`src/rtl/fhm_pkg.sv`:
```
// ---------------------------------------------------------------------------
// fhm_pkg
// Shared sizes, outcome codes and controller command type for the
// hand-off mutex with a fifo of waiting threads.
// ---------------------------------------------------------------------------
`default_nettype none

package fhm_pkg;

    // sizing
    localparam int WAIT_DEPTH     = 16;
    localparam int THREAD_ID_BITS = 8;
    localparam int ID_PORT_BITS   = 8;
    localparam int TID_BITS       = (THREAD_ID_BITS < ID_PORT_BITS) ? THREAD_ID_BITS
                                                                    : ID_PORT_BITS;
    localparam int PTR_BITS       = (WAIT_DEPTH > 1) ? $clog2(WAIT_DEPTH) : 1;
    localparam int CNT_BITS       = $clog2(WAIT_DEPTH + 1);

    // request codes
    localparam logic FUNC_LOCK   = 1'b0;
    localparam logic FUNC_UNLOCK = 1'b1;

    // outcome codes
    localparam logic [2:0] OUT_GRANTED   = 3'd0;
    localparam logic [2:0] OUT_QUEUED    = 3'd1;
    localparam logic [2:0] OUT_DEADLOCK  = 3'd2;
    localparam logic [2:0] OUT_FREED     = 3'd3;
    localparam logic [2:0] OUT_HANDOFF   = 3'd4;
    localparam logic [2:0] OUT_NOT_OWNER = 3'd5;
    localparam logic [2:0] OUT_FULL      = 3'd6;

    // commands from controller to datapath
    typedef struct packed {
        logic load;   // capture the incoming item
        logic exec;   // resolve the captured request and commit state
    } fhm_cmd_t;

endpackage

`default_nettype wire

```
`src/rtl/fhm_ram.sv`:
```
// ---------------------------------------------------------------------------
// fhm_ram
// Generic single write port, single read port ram with registered read.
// ---------------------------------------------------------------------------
`default_nettype none

module fhm_ram #(
    parameter int WIDTH = 8,
    parameter int DEPTH = 16
) (
    input  wire logic                                    clk,
    input  wire logic                                    we,
    input  wire logic [((DEPTH > 1) ? $clog2(DEPTH) : 1)-1:0] waddr,
    input  wire logic [WIDTH-1:0]                        wdata,
    input  wire logic [((DEPTH > 1) ? $clog2(DEPTH) : 1)-1:0] raddr,
    output logic      [WIDTH-1:0]                        rdata
);

    logic [WIDTH-1:0] mem [DEPTH];

    // write port
    always_ff @(posedge clk)
    begin
        if (we)
        begin
            mem[waddr] <= wdata;
        end
    end

    // registered read port
    always_ff @(posedge clk)
    begin
        rdata <= mem[raddr];
    end

endmodule

`default_nettype wire

```
`src/rtl/fhm_ctrl.sv`:
```
// ---------------------------------------------------------------------------
// fhm_ctrl
// Request sequencer: takes one item, lets the datapath resolve it, then
// holds the result until the downstream side takes it.
// ---------------------------------------------------------------------------
`default_nettype none

module fhm_ctrl (
    input  wire logic              clk,
    input  wire logic              rst_n,
    input  wire logic              in_valid,
    output logic                   in_stall,
    output logic                   out_valid,
    input  wire logic              out_stall,
    output fhm_pkg::fhm_cmd_t      cmd
);
    import fhm_pkg::*;

    localparam logic [1:0] S_IDLE = 2'd0;
    localparam logic [1:0] S_EXEC = 2'd1;
    localparam logic [1:0] S_DONE = 2'd2;

    logic [1:0] state_reg;
    logic [1:0] state_next;

    // next state
    always_comb
    begin
        state_next = state_reg;
        case (state_reg)
            S_IDLE:
            begin
                if (in_valid)
                begin
                    state_next = S_EXEC;
                end
            end
            S_EXEC:
            begin
                state_next = S_DONE;
            end
            S_DONE:
            begin
                if (!out_stall)
                begin
                    state_next = S_IDLE;
                end
            end
            default:
            begin
                state_next = S_IDLE;
            end
        endcase
    end

    always_ff @(posedge clk or negedge rst_n)
    begin
        if (!rst_n)
        begin
            state_reg <= S_IDLE;
        end
        else
        begin
            state_reg <= state_next;
        end
    end

    // handshake and datapath commands
    assign in_stall  = (state_reg != S_IDLE);
    assign out_valid = (state_reg == S_DONE);
    assign cmd.load  = (state_reg == S_IDLE) && in_valid;
    assign cmd.exec  = (state_reg == S_EXEC);

endmodule

`default_nettype wire

```
`src/rtl/fhm_dp.sv`:
```
// ---------------------------------------------------------------------------
// fhm_dp
// Mutex datapath: owner and lock flag, wait fifo pointers and storage,
// and the result registers.
// ---------------------------------------------------------------------------
`default_nettype none

module fhm_dp (
    input  wire logic                           clk,
    input  wire logic                           rst_n,
    input  wire fhm_pkg::fhm_cmd_t              cmd,
    input  wire logic                           func,
    input  wire logic [fhm_pkg::ID_PORT_BITS-1:0] thread_id,
    input  wire logic                           others_runnable,
    output logic      [2:0]                     outcome,
    output logic      [fhm_pkg::ID_PORT_BITS-1:0] woken_thread,
    output logic                                is_locked
);
    import fhm_pkg::*;

    // captured request
    logic                func_reg;
    logic                func_next;
    logic [TID_BITS-1:0] tid_reg;
    logic [TID_BITS-1:0] tid_next;
    logic                run_reg;
    logic                run_next;

    // mutex state
    logic                locked_reg;
    logic                locked_next;
    logic [TID_BITS-1:0] owner_reg;
    logic [TID_BITS-1:0] owner_next;
    logic [PTR_BITS-1:0] head_reg;
    logic [PTR_BITS-1:0] head_next;
    logic [PTR_BITS-1:0] tail_reg;
    logic [PTR_BITS-1:0] tail_next;
    logic [CNT_BITS-1:0] count_reg;
    logic [CNT_BITS-1:0] count_next;

    // result
    logic [2:0]              outcome_reg;
    logic [2:0]              outcome_next;
    logic [ID_PORT_BITS-1:0] woken_reg;
    logic [ID_PORT_BITS-1:0] woken_next;
    logic                    is_locked_reg;
    logic                    is_locked_next;

    // wait fifo storage
    logic                we;
    logic [TID_BITS-1:0] head_tid;

    fhm_ram #(
        .WIDTH (TID_BITS),
        .DEPTH (WAIT_DEPTH)
    ) u_wait_ram (
        .clk   (clk),
        .we    (we),
        .waddr (tail_reg),
        .wdata (tid_reg),
        .raddr (head_reg),
        .rdata (head_tid)
    );

    function automatic logic [PTR_BITS-1:0] next_slot(input logic [PTR_BITS-1:0] p);
        logic [PTR_BITS-1:0] r;
        if (p == PTR_BITS'(WAIT_DEPTH - 1))
        begin
            r = '0;
        end
        else
        begin
            r = p + 1'b1;
        end
        return r;
    endfunction

    // request resolution
    always_comb
    begin
        func_next      = func_reg;
        tid_next       = tid_reg;
        run_next       = run_reg;
        locked_next    = locked_reg;
        owner_next     = owner_reg;
        head_next      = head_reg;
        tail_next      = tail_reg;
        count_next     = count_reg;
        outcome_next   = outcome_reg;
        woken_next     = woken_reg;
        is_locked_next = is_locked_reg;
        we             = 1'b0;

        if (cmd.load)
        begin
            func_next = func;
            tid_next  = thread_id[TID_BITS-1:0];
            run_next  = others_runnable;
        end

        if (cmd.exec)
        begin
            woken_next = '0;
            if (func_reg == FUNC_LOCK)
            begin
                if (!locked_reg)
                begin
                    locked_next  = 1'b1;
                    owner_next   = tid_reg;
                    outcome_next = OUT_GRANTED;
                end
                else if (!run_reg)
                begin
                    outcome_next = OUT_DEADLOCK;
                end
                else if (count_reg == CNT_BITS'(WAIT_DEPTH))
                begin
                    outcome_next = OUT_FULL;
                end
                else
                begin
                    we           = 1'b1;
                    tail_next    = next_slot(tail_reg);
                    count_next   = count_reg + 1'b1;
                    outcome_next = OUT_QUEUED;
                end
            end
            else
            begin
                if (!locked_reg || (owner_reg != tid_reg))
                begin
                    outcome_next = OUT_NOT_OWNER;
                end
                else if (count_reg != '0)
                begin
                    // hand ownership to the oldest waiter
                    woken_next   = ID_PORT_BITS'(head_tid);
                    owner_next   = head_tid;
                    head_next    = next_slot(head_reg);
                    count_next   = count_reg - 1'b1;
                    outcome_next = OUT_HANDOFF;
                end
                else
                begin
                    locked_next  = 1'b0;
                    owner_next   = '0;
                    outcome_next = OUT_FREED;
                end
            end
            is_locked_next = locked_next;
        end
    end

    // control state
    always_ff @(posedge clk or negedge rst_n)
    begin
        if (!rst_n)
        begin
            locked_reg <= 1'b0;
            owner_reg  <= '0;
            head_reg   <= '0;
            tail_reg   <= '0;
            count_reg  <= '0;
        end
        else
        begin
            locked_reg <= locked_next;
            owner_reg  <= owner_next;
            head_reg   <= head_next;
            tail_reg   <= tail_next;
            count_reg  <= count_next;
        end
    end

    // payload registers
    always_ff @(posedge clk)
    begin
        func_reg      <= func_next;
        tid_reg       <= tid_next;
        run_reg       <= run_next;
        outcome_reg   <= outcome_next;
        woken_reg     <= woken_next;
        is_locked_reg <= is_locked_next;
    end

    assign outcome      = outcome_reg;
    assign woken_thread = woken_reg;
    assign is_locked    = is_locked_reg;

endmodule

`default_nettype wire

```
`src/rtl/fifo_handoff_mutex_core.sv`:
```
// ---------------------------------------------------------------------------
// fifo_handoff_mutex_core
// Hardware mutex with a fifo of waiting threads and direct hand off.
//
//   channel  | handshake          | fields
//   ---------+--------------------+-----------------------------------
//   request  | in_valid/in_stall  | func, thread_id, others_runnable
//   result   | out_valid/out_stall| outcome, woken_thread, is_locked
//
// Each item goes through capture, resolve, then present the result.
// The registered read of the wait ram sets the resolve step, and one item
// is in flight at a time. in_stall stays high until the result is taken.
// Reset clears the lock, owner and fifo pointers; fifo storage needs no clear.
// ---------------------------------------------------------------------------
`default_nettype none

module fifo_handoff_mutex_core (
    input  wire logic                             clk,
    input  wire logic                             rst_n,
    input  wire logic                             in_valid,
    output logic                                  in_stall,
    input  wire logic                             func,
    input  wire logic [fhm_pkg::ID_PORT_BITS-1:0] thread_id,
    input  wire logic                             others_runnable,
    output logic                                  out_valid,
    input  wire logic                             out_stall,
    output logic      [2:0]                       outcome,
    output logic      [fhm_pkg::ID_PORT_BITS-1:0] woken_thread,
    output logic                                  is_locked
);
    import fhm_pkg::*;

    fhm_cmd_t cmd;

    // sequencer
    fhm_ctrl u_ctrl (
        .clk       (clk),
        .rst_n     (rst_n),
        .in_valid  (in_valid),
        .in_stall  (in_stall),
        .out_valid (out_valid),
        .out_stall (out_stall),
        .cmd       (cmd)
    );

    // mutex datapath
    fhm_dp u_dp (
        .clk             (clk),
        .rst_n           (rst_n),
        .cmd             (cmd),
        .func            (func),
        .thread_id       (thread_id),
        .others_runnable (others_runnable),
        .outcome         (outcome),
        .woken_thread    (woken_thread),
        .is_locked       (is_locked)
    );

endmodule

`default_nettype wire
```
`config.mk`:
```
export PLATFORM = sky130hd
export DESIGN_NAME = fifo_handoff_mutex_core
export DESIGN_NICKNAME = d
export VERILOG_FILES = /design/src/rtl/fhm_pkg.sv /design/src/rtl/fhm_ram.sv /design/src/rtl/fhm_ctrl.sv /design/src/rtl/fhm_dp.sv /design/src/rtl/fifo_handoff_mutex_core.sv
export SDC_FILE = /design/constraint.sdc
export NUM_CORES = 1
export LEC_CHECK = 0
export CAP_MARGIN = 25
export CORE_ASPECT_RATIO = 0.5
export CORE_UTILIZATION = 45
export CTS_CLUSTER_SIZE = 30
export DETAILED_ROUTE_END_ITERATION = 16
export DONT_BUFFER_PORTS = 1
export GPL_TIMING_DRIVEN = 0
export SYNTH_ARGS = -nofsm -noshare
export SYNTH_HDL_FRONTEND = slang
export SYNTH_SLANG_ARGS = --single-unit
```
`constraint.sdc`:
```
create_clock -name clk -period 3.8 [get_ports clk]
set_input_delay 0.76 -clock clk [delete_from_list [all_inputs] [get_ports clk]]
set_output_delay 0.76 -clock clk [all_outputs]
set_load 0.03 [all_outputs]
```
==> results.cfg <==
[sta]
fin_crit_sh_pct = 84.3
timing.hold.ws_ps = 21.3
finClkSkew_ps = 15.7
rsz0062_at_grt = false
timing_hold_violations_final = 0
max_freq_mhz = 312
final_max_slew_viol_count = 0
worst_pin_slew_ps = 847
fin_setup_tns_ps = 0
min_period_ps = 3200
maxSlewHeadroom_pct = 43.3
setup_violations = 0

[power_and_ir_drop]
seqPwrFrac_pct = 53.2
sw_frac_of_total_pct = 29.3
internal-power_uw = 3550
powerDensity_nw_per_um2 = 609
p_comb_share_pct = 13.9
ir_worst_vdd_v = 0.000287
leakage_uw = 0.00274
power_frac_clock_pct = 32.9
p_sw_uw = 1470
finalPower_uw = 5020

[synth]
synth_top_area_share_pct = 61.1
synthTopCellsByArea = edfxtp_1, dfrtp_1, mux4_2, mux2i_1, dfxtp_1
synthFlopType = edfxtp_1
synthesis.instances = 452
synth-seq-area-share_pct = 71.4
yosysTopAreaCell = edfxtp_1
synth_cell_types = 47
synth_area_per_cell_um2 = 16.3
synth_edf_count = 150
yosys_warnings = 0
syn_nets = 475
synth_area_um2 = 7370
async_reset_ff_share_pct = 13.2
ys_ff_latch = 182

[worst_setup_path]
arrival_ps = 3350
endpoint_kind = flop
startpoint_type = flop
worstSetupPathType = flop to flop
rrSetupSlack_ps = 600
crit_chain = clkbuf_1 > or3_1 > a21oi_2 > buf_2 > nand2_1 > nor3_1 > buf_4
rr_worst_depth = 7
endpoint = u_dp.u_wait_ram.mem[3][5]
reg2reg_to = u_dp.u_wait_ram.mem[3][5]
startpoint = u_dp.func_reg
slowest_stage = nor3_1
crit_path_max_incr_delay_ps = 640
path_max_fanout = 10
r2r-start = u_dp.func_reg
required_ps = 3950

[final_layout]
drive_above_1_share_pct = 15.1
fin_nets = 500
top_register = u_dp.u_wait_ram.mem
layout_common_cells = edfxtp_1, mux2i_1, nand2_1, dfrtp_1, clkbuf_16
utilization_pct = 52.5
n_antenna_cell = 0
n_fill_cell = 1301
multi_input_comb_area_um2 = 1980
seq_area_um2 = 5270
area_growth_pct = 11.9
finalInstanceArea_um2 = 8240
largest_register_ffs = 128
layout_commonest_cell = edfxtp_1

[clocking]
clockBufferDepth = 2
post_cts_resized = 0
cts_setup_buffers = 0
cts_tree = done
clk_pin_slew_ps = 70
cts-root-buf = clkbuf_16
cts_num_sinks = 182
clk_latency_ps = 440
cts_buffers = 17
htree_levels = 4

[detailed_routing]
ant_nets = 0
drt-met1-wl_um = 7680
drc_errors = 0
top_layer_used = met4
met2WireLength_um = 7310
wl_met3_um = 861
first_iter_violations = 447
vias_per_cell = 5.62
routed_wl_um = 16000
first_pass_iters = 4
wl_per_cell_um = 22.5
route.vias.total = 3995

[floorplan]
die_w_um = 183
rows = 32
pin_count = 28
core_area_um2 = 15700
fp.dieH_um = 92.5
start_util_pct = 47.0
die-area_um2 = 16900

[hold_path]
hold_class = input pin to asynchronous set/reset pin

[placed_design]
placed_area_um2 = 7680
gp_congestion = 0.785
port_buffers = 0
place.detailed.hpwl_um = 10500

[flow_run]
cap_viol_max_count = 0

[global_routing]
grt_pass1_wl_um = 24400
grt_pass1_vias = 4003
groute.usage.overall_pct = 20.2
grt_start_max_net_pins = 25
grt_overflow_total = 0
antenna_found_initial = 0

[outcome]
outcome = complete, no violations
[worst max-delay path: cells and delay by family, from the launching register on]
family          cells  cell delay, ps
simple gates        3            1320
compound gates      1             280
flops               1             490
buf+inv             3             820
[worst min path at each step]
stage,endpoint,cells past startpoint,from
6_report,u_dp.tail_reg[3],0,rst_n
5_1_grt,u_dp.tail_reg[0],0,rst_n
2_1_floorplan,u_dp.owner_reg[0],1,u_dp.u_wait_ram.rdata[0]
3_3_place_gp,u_dp.owner_reg[2],0,rst_n
3_5_place_dp,u_dp.count_reg[0],0,rst_n
4_1_cts,u_dp.owner_reg[6],0,rst_n
[layout make-up]
cell class / instances / share of cell area [%]
clock inverters: 15 / 1.43
flip-flops and latches: 182 / 63.9
well taps: 221 / 3.35
repair buffers: 6 / 0.668
clock buffers: 17 / 5.16
plain buffers: 23 / 1.24
inverters: 7 / 0.319
multi-input cells: 240 / 24.0
[power by group through the flow]
stage	combinational (uW)	clock (uW)	sequential (uW)
finish	697	1650	2670
global route	774	1760	2700
CTS	683	1670	2670
detailed placement	680	0	2710
global placement	658	0	2700
floorplan	543	0	2620
[metal layers]
layer  vias up  global-route usage [%]
met4         0                    4.86
met3        10                    4.92
met5         -                       0
met1      2046                    29.2
li1       1827                       -
met2       112                    31.1
[stage by stage]
| stage | worst slack, ps | cells |
|---|---|---|
| after floorplan | 1220 | 452 |
| after global placement | 393 | 673 |
| after detailed placement | 609 | 677 |
| after CTS | 580 | 709 |
| after global routing | 428 | 711 |
| final | 598 | 711 |
[cell usage after synthesis, drive strengths merged, types with 2 or more instances]
library cell	count
a21o	5
a21oi	12
a221o	8
a221oi	16
a22o	2
a22oi	8
and2	9
buf	9
clkbuf	14
dfrtp	24
dfxtp	8
edfxtp	150
ha	8
inv	6
mux2	5
mux2i	32
mux4	16
nand2	29
nand2b	4
nand3	11
nand4	3
nor2	16
nor2b	2
nor3	9
o21a	2
o21ai	16
or2	2
xnor2	13
[kinds of logic after synthesis]
group           after synthesis  synth area share, %
flops                       182                 71.4
compound gates               75                 7.42
mux                          53                 10.0
fa+ha+maj                     9                 1.63
simple gates                 89                 6.09
buf+inv                      30                 1.75
xor+xnor                     14                 1.66
[what timing repair did]
action	in CTS	in global routing
hold buffers	0	1
setup endpoints to repair	0	0
endpoints found under the hold margin	0	11
Note: power is estimated with default switching activity, not from simulation.
